**src/rtl/tlcsp_ram.sv**
```systemverilog
// ----------------------------------------------------------------------------
// tlcsp_ram
// generic single-write, single-read ram with registered read data
// ----------------------------------------------------------------------------
module tlcsp_ram #(
  parameter int Width = 8,
  parameter int Depth = 16,
  localparam int AddrW = (Depth > 1) ? $clog2(Depth) : 1
) (
  input  logic             clk_i,
  input  logic             we_i,
  input  logic [AddrW-1:0] waddr_i,
  input  logic [Width-1:0] wdata_i,
  input  logic             re_i,
  input  logic [AddrW-1:0] raddr_i,
  output logic [Width-1:0] rdata_o
);

  logic [Width-1:0] mem_q [Depth];
  logic [Width-1:0] rdata_q;

  always_ff @(posedge clk_i) begin
    if (we_i) begin
      mem_q[waddr_i] <= wdata_i;
    end
    if (re_i) begin
      rdata_q <= mem_q[raddr_i];
    end
  end

  assign rdata_o = rdata_q;

endmodule
```
**config.mk**
```make
export PLATFORM = sky130hd
export DESIGN_NAME = tlcsp_ram
export DESIGN_NICKNAME = d
export VERILOG_FILES = /design/src/rtl/tlcsp_ram.sv
export SDC_FILE = /design/constraint.sdc
export NUM_CORES = 1
export LEC_CHECK = 0
export BUFFER_PORTS_ARGS = -buffer_cell sky130_fd_sc_hd__clkbuf_2
export CELL_PAD_IN_SITES_DETAIL_PLACEMENT = 0
export CELL_PAD_IN_SITES_GLOBAL_PLACEMENT = 1
export CORE_ASPECT_RATIO = 1.4
export CORE_MARGIN = 1.5
export CORE_UTILIZATION = 45
export CTS_CLUSTER_SIZE = 16
export DETAILED_ROUTE_END_ITERATION = 10
export PLACE_DENSITY = 0.65
export SLEW_MARGIN = 20
export SYNTH_ARGS = -nofsm -noshare
export SYNTH_HDL_FRONTEND = slang
export SYNTH_SLANG_ARGS = --single-unit
```
**constraint.sdc**
```tcl
create_clock -name clk_i -period 2.32 [get_ports clk_i]
set_input_delay 0.464 -clock clk_i [delete_from_list [all_inputs] [get_ports clk_i]]
set_output_delay 0.464 -clock clk_i [all_outputs]
set_load 0.05 [all_outputs]
```
Word-level counts from Yosys, hierarchy flattened
Memory sizes are Yosys's and may differ from the RTL's. A register that Yosys moved wholly into a read port is not among the register bits. Index checks and enable logic that the tools add are counted.

Bits in writable memories: 128. Word-level logic and storage cells: 3. Register bits after elaboration: 0. Memories: 1. Bits of input ports: 19.

Multiplexer cells: 2.

Memory list: mem_q (depth 16, width 8, read ports 1, clocked after Yosys merged registers in 1, write ports 1, RTL line 19) `logic [Width-1:0] mem_q [Depth];`.

Operator list (count): two-way mux 1 bit (2).

Depth between registers and ports, before layout
Gate-level depths: netlist of the first run.

Depth after elaboration: 2. Mapped depth: 5. Depth with buffers taken out: 3.

Least setup slack after synthesis of the first run
No wires, ideal clock.

Path type: in2reg. From: in waddr_i[2]. To: mem mem_q[0][0], enable pin. Data required time: 1.937 ns. Path slack: 0.363 ns. Setup time: 0.383 ns. Cell stages on the path: 2. Data arrival time: 1.574 ns. Cells stage by stage: or3b_2 > nor3_1.

RTL lines: start: declaration (RTL line 12) `input logic [AddrW-1:0] waddr_i,`; end: declaration (RTL line 19).

Straight into the memory's write port.

==> metrics, run 1 <==
drt total wl=9.73 mm; GRT Overall Usage=17.7%; library cells used by synthesis=18; Final Total Pwr=5.81 mW; share of the synthesized area in the top cell type=78.1%; I/O Pins=27; mux cell area share after synthesis=14.8%; initial antenna violation count=0; core area=11300 um^2; largest family of logic cells by synthesized area=multiplexers; first-pass GRT wire length=14.7 mm; worst hold path depth=1; Max clock buf depth=2; die width=94.1 um; Hold Crit Class=in2reg; DRC errors left=0; setup bufs post-CTS=0; DP HPWL=6.32 mm; Synth Instances=229; total die area=12300 um^2; Mean Syn Cell Area=22.8 um^2; CTS Hold Bufs=0; # diodes=0; status=finished clean; vias per inst=5.44; CTS tree=built; maximum vdd drop=463 uV; Worst-Skew Late Latency=0.41 ns; starting density of the core=46.1%; nets=304; crit end category=register; slowest stage delay, CP=0.57 ns; drt wl/cell=22.0 um; Critical-path top delay cell=mux4_1; Final period util=68.4%; met2 Use GR=30.4%; unrepaired setup endpoints after global routing=no; post-CTS sizing=0; min cycle time layout=1.59 ns; die height=131 um; cells along the critical path=clkbuf_2, buf_12, mux4_1, a22oi_1, nand2_1; Slew HR=67.0%; Pleak=2.13 nW; max cap viols=0; share of layout cells above drive strength 1=31.9%; Area growth syn-to-layout=19.7%; final hold slack=0.436 ns; CTS H-Tree Depth=4; Std-Cell Rows=46; Synth Register Bits=136; complex-gate fraction of the synthesized area=2.30%; GRT busiest layer=met2; register area share after synthesis=78.1%; vias in the first global route=2569; Mapped Area=5230 um^2; antenna viol nets, final=0; Hold Violations, Final=0; clk sinks=136; via count=2403; Final TNS setup=0 ns; fmax=630 MHz; final setup fails=0; pwr/cell area=929 nW/um^2; post-synth top area cell=edfxtp_1; Reg2Reg Depth=3; gpl congestion=0.699; total CTS buffers=17; # fillers=855; drt first pass iters=6; Synth Net Count=248; DRT iter0 DRCs=188; final core occ=55.2%; GR Layer Usage met3=3.99%; Overflow after GRT=0; Buffers on Ports=26; Crit Path Class=in2reg; Final Max Slew Viols=0; Synth Area in Simple Gates=3.14%; grt met1 use=21.0%; Final Skew=0.00295 ns; startpoint types=input pin; Synth Area in XOR/XNOR=0%; Worst Path Max Fanout=19; Worst-Margin Slew=0.493 ns; crit path DAT=1.74 ns; top cells by area, synth=edfxtp_1 78%, mux4_2 7.8%, mux4_1 7.0%, a22oi_1 2.3%, nor2_1 0.93%; CTS Root Cell=clkbuf_16; critical path required time=2.48 ns; largest net degree at the start of global routing=25; Clk pin slew, worst setup/hold paths=0.06 ns; adder and majority cell fraction of the synthesized area=0%; Ys Warns=0
[worst max-delay path, delay by kind of cell]
| family | cells | cell delay, ns |
|---|---|---|
| AO/OA/AOI/OAI | 1 | 0.27 |
| buffers and inverters | 2 | 0.34 |
| multiplexers | 1 | 0.57 |
| AND/OR/NAND/NOR | 1 | 0.08 |
[Yosys cell counts (all sizes together)]
library cell	count
and2	1
a22oi	16
nand3	1
edfxtp	136
clkdlybuf4s25	3
or3b	1
mux4	32
and2b	1
nor2	13
nor2b	1
nand2	9
nand2b	2
nand3b	2
buf	7
nor3	4
[metal layers]
metal	share of wire [%]	wire, um
met2	54	5240
met5	0	0
met4	2.4	235
met3	3.3	318
met1	41	3940
[flip-flops by register name (all words and copies together) (netlist names)]
| name | cells |
|---|---|
| rdata_o | 8 |
| mem_q | 128 |
[cell type report]
type | count | area [um^2] | share of cell area [%]
clock buffer | 17 | 425 | 6.80
timing repair buffer | 47 | 325 | 5.20
tap | 144 | 180 | 2.88
sequential | 136 | 4080 | 65.3
multi-input combinational | 83 | 1060 | 16.9
clock inverter | 15 | 184 | 2.94
[power by group]
group	internal [mW]	switching (mW)
clock	1.78	0.960
sequential	2.77	0.0120
combinational	0.112	0.181
[layout by cell type, fill, tap and decap left out]
master      count
nand2b_1        2
clkinv_2        4
nand3b_1        2
clkbuf_16      17
buf_12          3
or3b_2          1
edfxtp_1      136
nor2_1         13
mux4_1         14
nand2_1         9
clkbuf_2       26
nand3_1         1
nor2b_1         1
buf_4          18
and2_1          1
bufinv_16       4
mux4_2         18
clkinv_1        3
clkinv_4        2
and2b_1         1
clkinvlp_4      2
nor3_1          4
a22oi_1        16
[kinds of logic after synthesis]
logic type             after synthesis
flip-flops                         136
buffers and inverters               10
AND/OR/NAND/NOR                     35
multiplexers                        32
AO/OA/AOI/OAI                       16
[metrics by stage]
| step | setup slack (ns) | cells | area [um^2] |
|---|---|---|---|
| CTS | 0.728 | 442 | 6260 |
| finish | 0.734 | 442 | 6260 |
| floorplan | 0.363 | 229 | 5230 |
| global placement | 0.311 | 410 | 5650 |
| detailed placement | 0.290 | 410 | 5650 |
| global route | 0.637 | 442 | 6260 |
[path summary, 6_finish.rpt]
kind         slack [ns]         end    startpoint
max                0.73  rdata_o[1]    raddr_i[0]
min                0.44  rdata_o[1]          re_i
min reg2reg        0.75  rdata_o[4]  mem_q[11][4]
max reg2reg        0.86  rdata_o[2]   mem_q[1][2]
(Power assumes the default switching activity.)
==> run 2, diff against run 1 <==
Settings changed: PLACE_DENSITY 0.65 to 0.67.
Clock period 2.32 ns to 1.4 ns, I/O delays scaled along.
==> run 2 against run 1 <==
Net effect:
- the flow now finishes with violations (setup timing)
- cell count up 2.3%
- sequential share of layout area shrank 1.9 points
- wire length rose by 3.3%
- cell area rose by 2.9%
- first-iteration DRC count fell by 15%
- power is 72% higher
- clock skew up 0.0023 ns
- sequential power grew 66%
- critical path type is now reg2reg
- highest routed layer unchanged
==> metrics, run 2 (same netlist as run 1, synthesis figures left out) <==
Largest Register=mem_q; drt first pass iters=4 (-2); core area=11300 um^2 (unchanged); Pleak=2.17 nW (+1.5%); nets=314 (+3.3%); status=finished with violations; fmax=710 MHz; max layer used=met4; fin cells=452 (+2.3%); M1 WL=4.07 mm (+3.1%); Critical-path top delay cell=mux4_2; total die area=12300 um^2 (unchanged); crit end category=register; antenna viol nets, final=0 (unchanged); placed insts=420 (+2.4%); crit path to=rdata_o[1]; pre-CTS setup slack=-0.450 ns (-0.740 ns); DRC errors left=0 (unchanged); Reg area=4080 um^2 (unchanged); gpl congestion=0.738 (+5.6%); vias per inst=5.48 (+0.88%); failing checks=setup timing; final setup fails=1 (+1); clk sinks=136 (unchanged); cells along the critical path=mux4_2, a22oi_2, nand2_1; # diodes=0 (unchanged); first-pass GRT wire length=15.2 mm (+3.3%); Std-Cell Rows=46 (unchanged); Crit Reg-Reg Endpoint=rdata_o[1]; CTS Hold Bufs=0 (unchanged); DRT iter0 DRCs=160 (-15%); die height=131 um (unchanged); Reg2Reg Depth=3 (unchanged); reg-to-reg startpoint=mem_q[11][1]; pwr/cell area=1550 nW/um^2 (+67%); startpoint types=register; CTS H-Tree Depth=4 (unchanged); CP bufs+invs=0 (-2); # fillers=815 (-4.7%); fin worst setup slack=-0.00776 ns (-0.742 ns); largest net degree at the start of global routing=17 (-32%); Worst path depth=3 (-2); DP HPWL=6.73 mm (+6.4%); total CTS buffers=17 (unchanged); slowest stage delay, CP=0.49 ns (-0.08 ns); vias in the first global route=2570 (+0.039%); drt total wl=10.1 mm (+3.3%); Worst Min Path Start=re_i; Slew HR=39.0% (-28 points); Max clock buf depth=2 (unchanged); unrepaired setup endpoints after global routing=yes; CP top delay family=multiplexers; Worst-Skew Late Latency=0.41 ns (about the same); initial antenna violation count=0 (unchanged); I/O Pins=27 (unchanged); area occupied by multi-input gates=1070 um^2 (+1.7%); Crit Path Class=reg2reg; max reg flops=128 (unchanged); Clk pin slew, worst setup/hold paths=0.06 ns (about the same); Worst-Margin Slew=0.912 ns (+0.419 ns); maximum vdd drop=633 uV (+37%); setup slack, reg-to-reg=-0.008 ns (-0.87 ns); CTS Root Cell=clkbuf_16; Overflow after GRT=0 (unchanged); Worst Path Max Fanout=1 (-18); Area growth syn-to-layout=23.2%; via count=2479 (+3.2%); Hold Crit Class=in2reg; GRT Overall Usage=18.4% (+0.72 points); min cycle time layout=1.41 ns; Final period util=101%; most common cell after layout, fill and taps aside=edfxtp_1; critical path launch point=mem_q[11][1]; starting density of the core=46.1% (unchanged); met2 wire len=5.48 mm (+4.8%); critical path required time=1.56 ns (-0.92 ns); Hold Violations, Final=0 (unchanged); Final Max Slew Viols=0 (unchanged); die width=94.1 um (unchanged); drt wl/cell=22.2 um (+1.0%); final hold slack=0.277 ns (-0.159 ns); crit path DAT=1.56 ns (-0.18 ns); Final Skew=0.00523 ns (+0.00228 ns); met3 wire length=381 um (+20%); share of layout cells above drive strength 1=42.9% (+11 points); Buffers on Ports=26 (unchanged); most frequent cells in the layout=136 x edfxtp_1, 31 x mux4_2, 26 x clkbuf_2; max cap viols=0 (unchanged); CTS tree=built
==> run 2: routing by layer <==
layer	vias to the layer above	track usage [%]
li1	1110	-
met3	8	5.67
met1	1300	22.7
met4	0	5.79
met5	-	0
met2	61	31.3
==> run 2: how the worst min path moves through the flow <==
stage,end,slack (ns),cells past startpoint
floorplan,mem_q[0][0],0.38,0
global placement,mem_q[0][5],0.69,1
detailed placement,rdata_o[2],0.70,1
CTS,rdata_o[2],0.27,1
global route,rdata_o[2],0.29,1
finish,rdata_o[2],0.28,1
==> run 2: final cells by class <==
class / count / area share [%]
Clock buffer: 17 / 6.61
Sequential cell: 136 / 63.4
Multi-Input combinational cell: 83 / 16.7
Timing Repair Buffer: 57 / 7.00
Tap cell: 144 / 2.80
Clock inverter: 15 / 3.48
==> run 2: metrics by stage <==
step                cell area (um^2)  utilization (%)  total power, mW  setup TNS [ns]
global route                    6440             56.8             10.2          -0.346
finish                          6440             56.8             9.97        -0.00776
global placement                5770             50.8             5.22           -5.21
CTS                             6440             56.8             10.0         -0.0356
floorplan                       5260                -             5.02          -0.677
detailed placement              5770             50.8             5.23           -5.40
==> run 2: what timing repair did <==
item | in CTS | in global routing
buffers inserted | 0 | 0
pin swaps | 1 | 1
resized for setup | 8 | 2
endpoints found under the setup margin | 7 | 7
==> run 2: where the power goes <==
part | switching [mW] | total, mW | internal, mW | leakage [nW]
sequential | 0.0229 | 4.61 | 4.59 | 1.24
combinational | 0.323 | 0.540 | 0.217 | 0.619
clock | 1.65 | 4.82 | 3.17 | 0.311
==> run 3, diff against run 2 <==
Settings changed: CORE_UTILIZATION 45 to 48, PLACE_DENSITY 0.67 to 0.71, SETUP_SLACK_MARGIN set to 0.02.
==> run 3 against run 2 <==
Net effect:
- the flow still finishes with violations (setup timing)
- maximum frequency is 1.3% lower
- sequential power hardly changed
- combinational power is 0.9% higher
- first-iteration DRC count is 46% higher
- sequential cell count stayed put
- via count is 1.1% higher
- clock power is 9.5% lower
- register-to-register slack worse by 0.02 ns
- highest routed layer unchanged
==> metrics, run 3 (same netlist as run 1, synthesis figures left out) <==
DRC errors left=0 (unchanged); Final Max Slew Viols=0 (unchanged); status=finished with violations; setup bufs post-CTS=0 (unchanged); total die area=11500 um^2 (-6.1%); Max clock buf depth=2 (unchanged); max reg flops=128 (unchanged); GRT Overall Usage=19.4% (+1.0 points); die height=126 um (-3.1%); Final period util=102% (+1.3 points); DP HPWL=6.65 mm (-1.2%); share of layout cells above drive strength 1=43.7% (+0.83 points); antenna viol nets, final=0 (unchanged); failing checks=setup timing; DRT iter0 DRCs=233 (+46%); Overflow after GRT=0 (unchanged); Clk pin slew, worst setup/hold paths=0.06 ns (about the same); drt wl/cell=22.5 um (+1.1%); min cycle time layout=1.43 ns (+0.0189 ns); Worst Path Max Fanout=1 (unchanged); fmax=701 MHz (-1.3%); Hold Crit Class=in2reg; Pleak=2.14 nW (-1.4%); Largest Register=mem_q; most common cell after layout, fill and taps aside=edfxtp_1; placed cell area=5730 um^2 (-0.54%); Final Skew=0.00500 ns (-0.000237 ns); first-pass GRT wire length=15.6 mm (+2.5%); starting density of the core=49.7% (+3.6 points); nets=315 (+0.32%); drt first pass iters=4 (unchanged); total CTS buffers=17 (unchanged); vias in the first global route=2633 (+2.5%); most frequent cells in the layout=136 x edfxtp_1, 32 x mux4_2, 25 x buf_4; Crit Path Class=reg2reg; pre-CTS setup slack=-0.492 ns (-0.0427 ns); Area growth syn-to-layout=21.9%; final instance area=6370 um^2 (-0.99%); critical path required time=1.55 ns (about the same); drt total wl=10.1 mm (about the same); crit end category=register; CTS tree=built; die width=91.2 um (-3.1%); largest net degree at the start of global routing=28 (+11); startpoint types=register; pwr/cell area=1490 nW/um^2 (-3.6%); Slew HR=29.1% (-9.9 points); maximum vdd drop=766 uV (+21%); unrepaired setup endpoints after global routing=yes; core area=10500 um^2 (-7.3%); CTS H-Tree Depth=4 (unchanged); CTS Hold Bufs=0 (unchanged); gpl congestion=0.785 (+6.4%); Worst-Margin Slew=1.06 ns (+0.148 ns); final setup fails=3 (+2); fin worst setup slack=-0.0266 ns (-0.0189 ns); Buffers on Ports=26 (unchanged); I/O Pins=27 (unchanged); CTS Root Cell=clkbuf_16; # fillers=763 (-6.4%); via count=2506 (+1.1%); max cap viols=0 (unchanged); crit path DAT=1.58 ns (+0.02 ns); Worst-Skew Late Latency=0.40 ns (about the same); initial antenna violation count=0 (unchanged); vias per inst=5.61 (+2.2%); # diodes=0 (unchanged); Hold Violations, Final=0 (unchanged); clk sinks=136 (unchanged); Std-Cell Rows=44 (-4.3%)
run 3: cell count changes in the layout (fill, tap and decap cells not counted), moves of 2 or more:
| cell | previous run | this run |
|---|---|---|
| a22oi_2 | 7 | 9 |
| a22oi_1 | 9 | 7 |
| clkbuf_4 | 0 | 2 |
| bufinv_16 | 5 | 3 |
| buf_6 | 0 | 2 |
| buf_12 | 7 | 5 |
| clkinv_2 | 1 | 3 |
| clkbuf_2 | 26 | 24 |
| clkbuf_1 | 0 | 2 |
run 3: path summary, 6_finish.rpt:
check               startpoint         end  slack (ns)  cells after the start
setup / recovery   mem_q[3][5]  rdata_o[5]       -0.03                      3
hold / removal            re_i  rdata_o[3]        0.29                      1
setup reg to reg   mem_q[3][5]  rdata_o[5]       -0.03                      3
hold reg to reg   mem_q[12][0]  rdata_o[0]        0.75                      3
run 3: report_power, final:
group,switching (mW),total [mW],internal (mW)
Combinational,0.326,0.545,0.219
Clock,1.57,4.36,2.78
Sequential,0.0266,4.62,4.59
Total,1.93,9.52,7.59
run 3: final cells by class:
cell class                      count  area [um^2]  share of cell area (%)
Tap cell                          138          173                    2.71
Sequential cell                   136         4080                    64.1
Clock buffer                       19          433                    6.79
Multi-Input combinational cell     83         1090                    17.0
Clock inverter                     13          154                    2.41
Timing Repair Buffer               58          445                    6.99
run 3: layer usage:
layer | part of all wire [%] | vias to the layer above | wire length, um | GRT usage, %
met2 | 53 | 88 | 5340 | 32.9
met1 | 41 | 1295 | 4080 | 23.8
li1 | - | 1104 | - | -
met5 | 0 | - | 0 | 0
met3 | 4.4 | 19 | 439 | 4.68
met4 | 1.9 | 0 | 191 | 8.46
run 3: metrics by stage:
step / power (mW) / std cells / TNS, ns / util, % / hold WS, ns
6_report: 9.52 / 447 / -0.0317 / 60.6 / 0.293
5_1_grt: 9.81 / 447 / -0.331 / 60.6 / 0.289
4_1_cts: 9.57 / 447 / -0.0325 / 60.5 / 0.279
3_5_place_dp: 5.23 / 415 / -5.56 / 54.5 / 0.712
3_3_place_gp: 5.22 / 415 / -5.32 / 54.5 / 0.702
2_1_floorplan: 5.02 / 229 / -0.632 / - / 0.379
run 3: worst max-delay path, stage by stage, from the launching register on:
cell	delay, ns
edfxtp_1	0.36
mux4_2	0.48
a22oi_2	0.23
nand2_1	0.10
run 3: timing repair:
action | 4_1_cts | 5_1_grt
resized for setup | 11 | 3
pin swaps | 6 | 2
endpoints found under the setup margin | 9 | 8
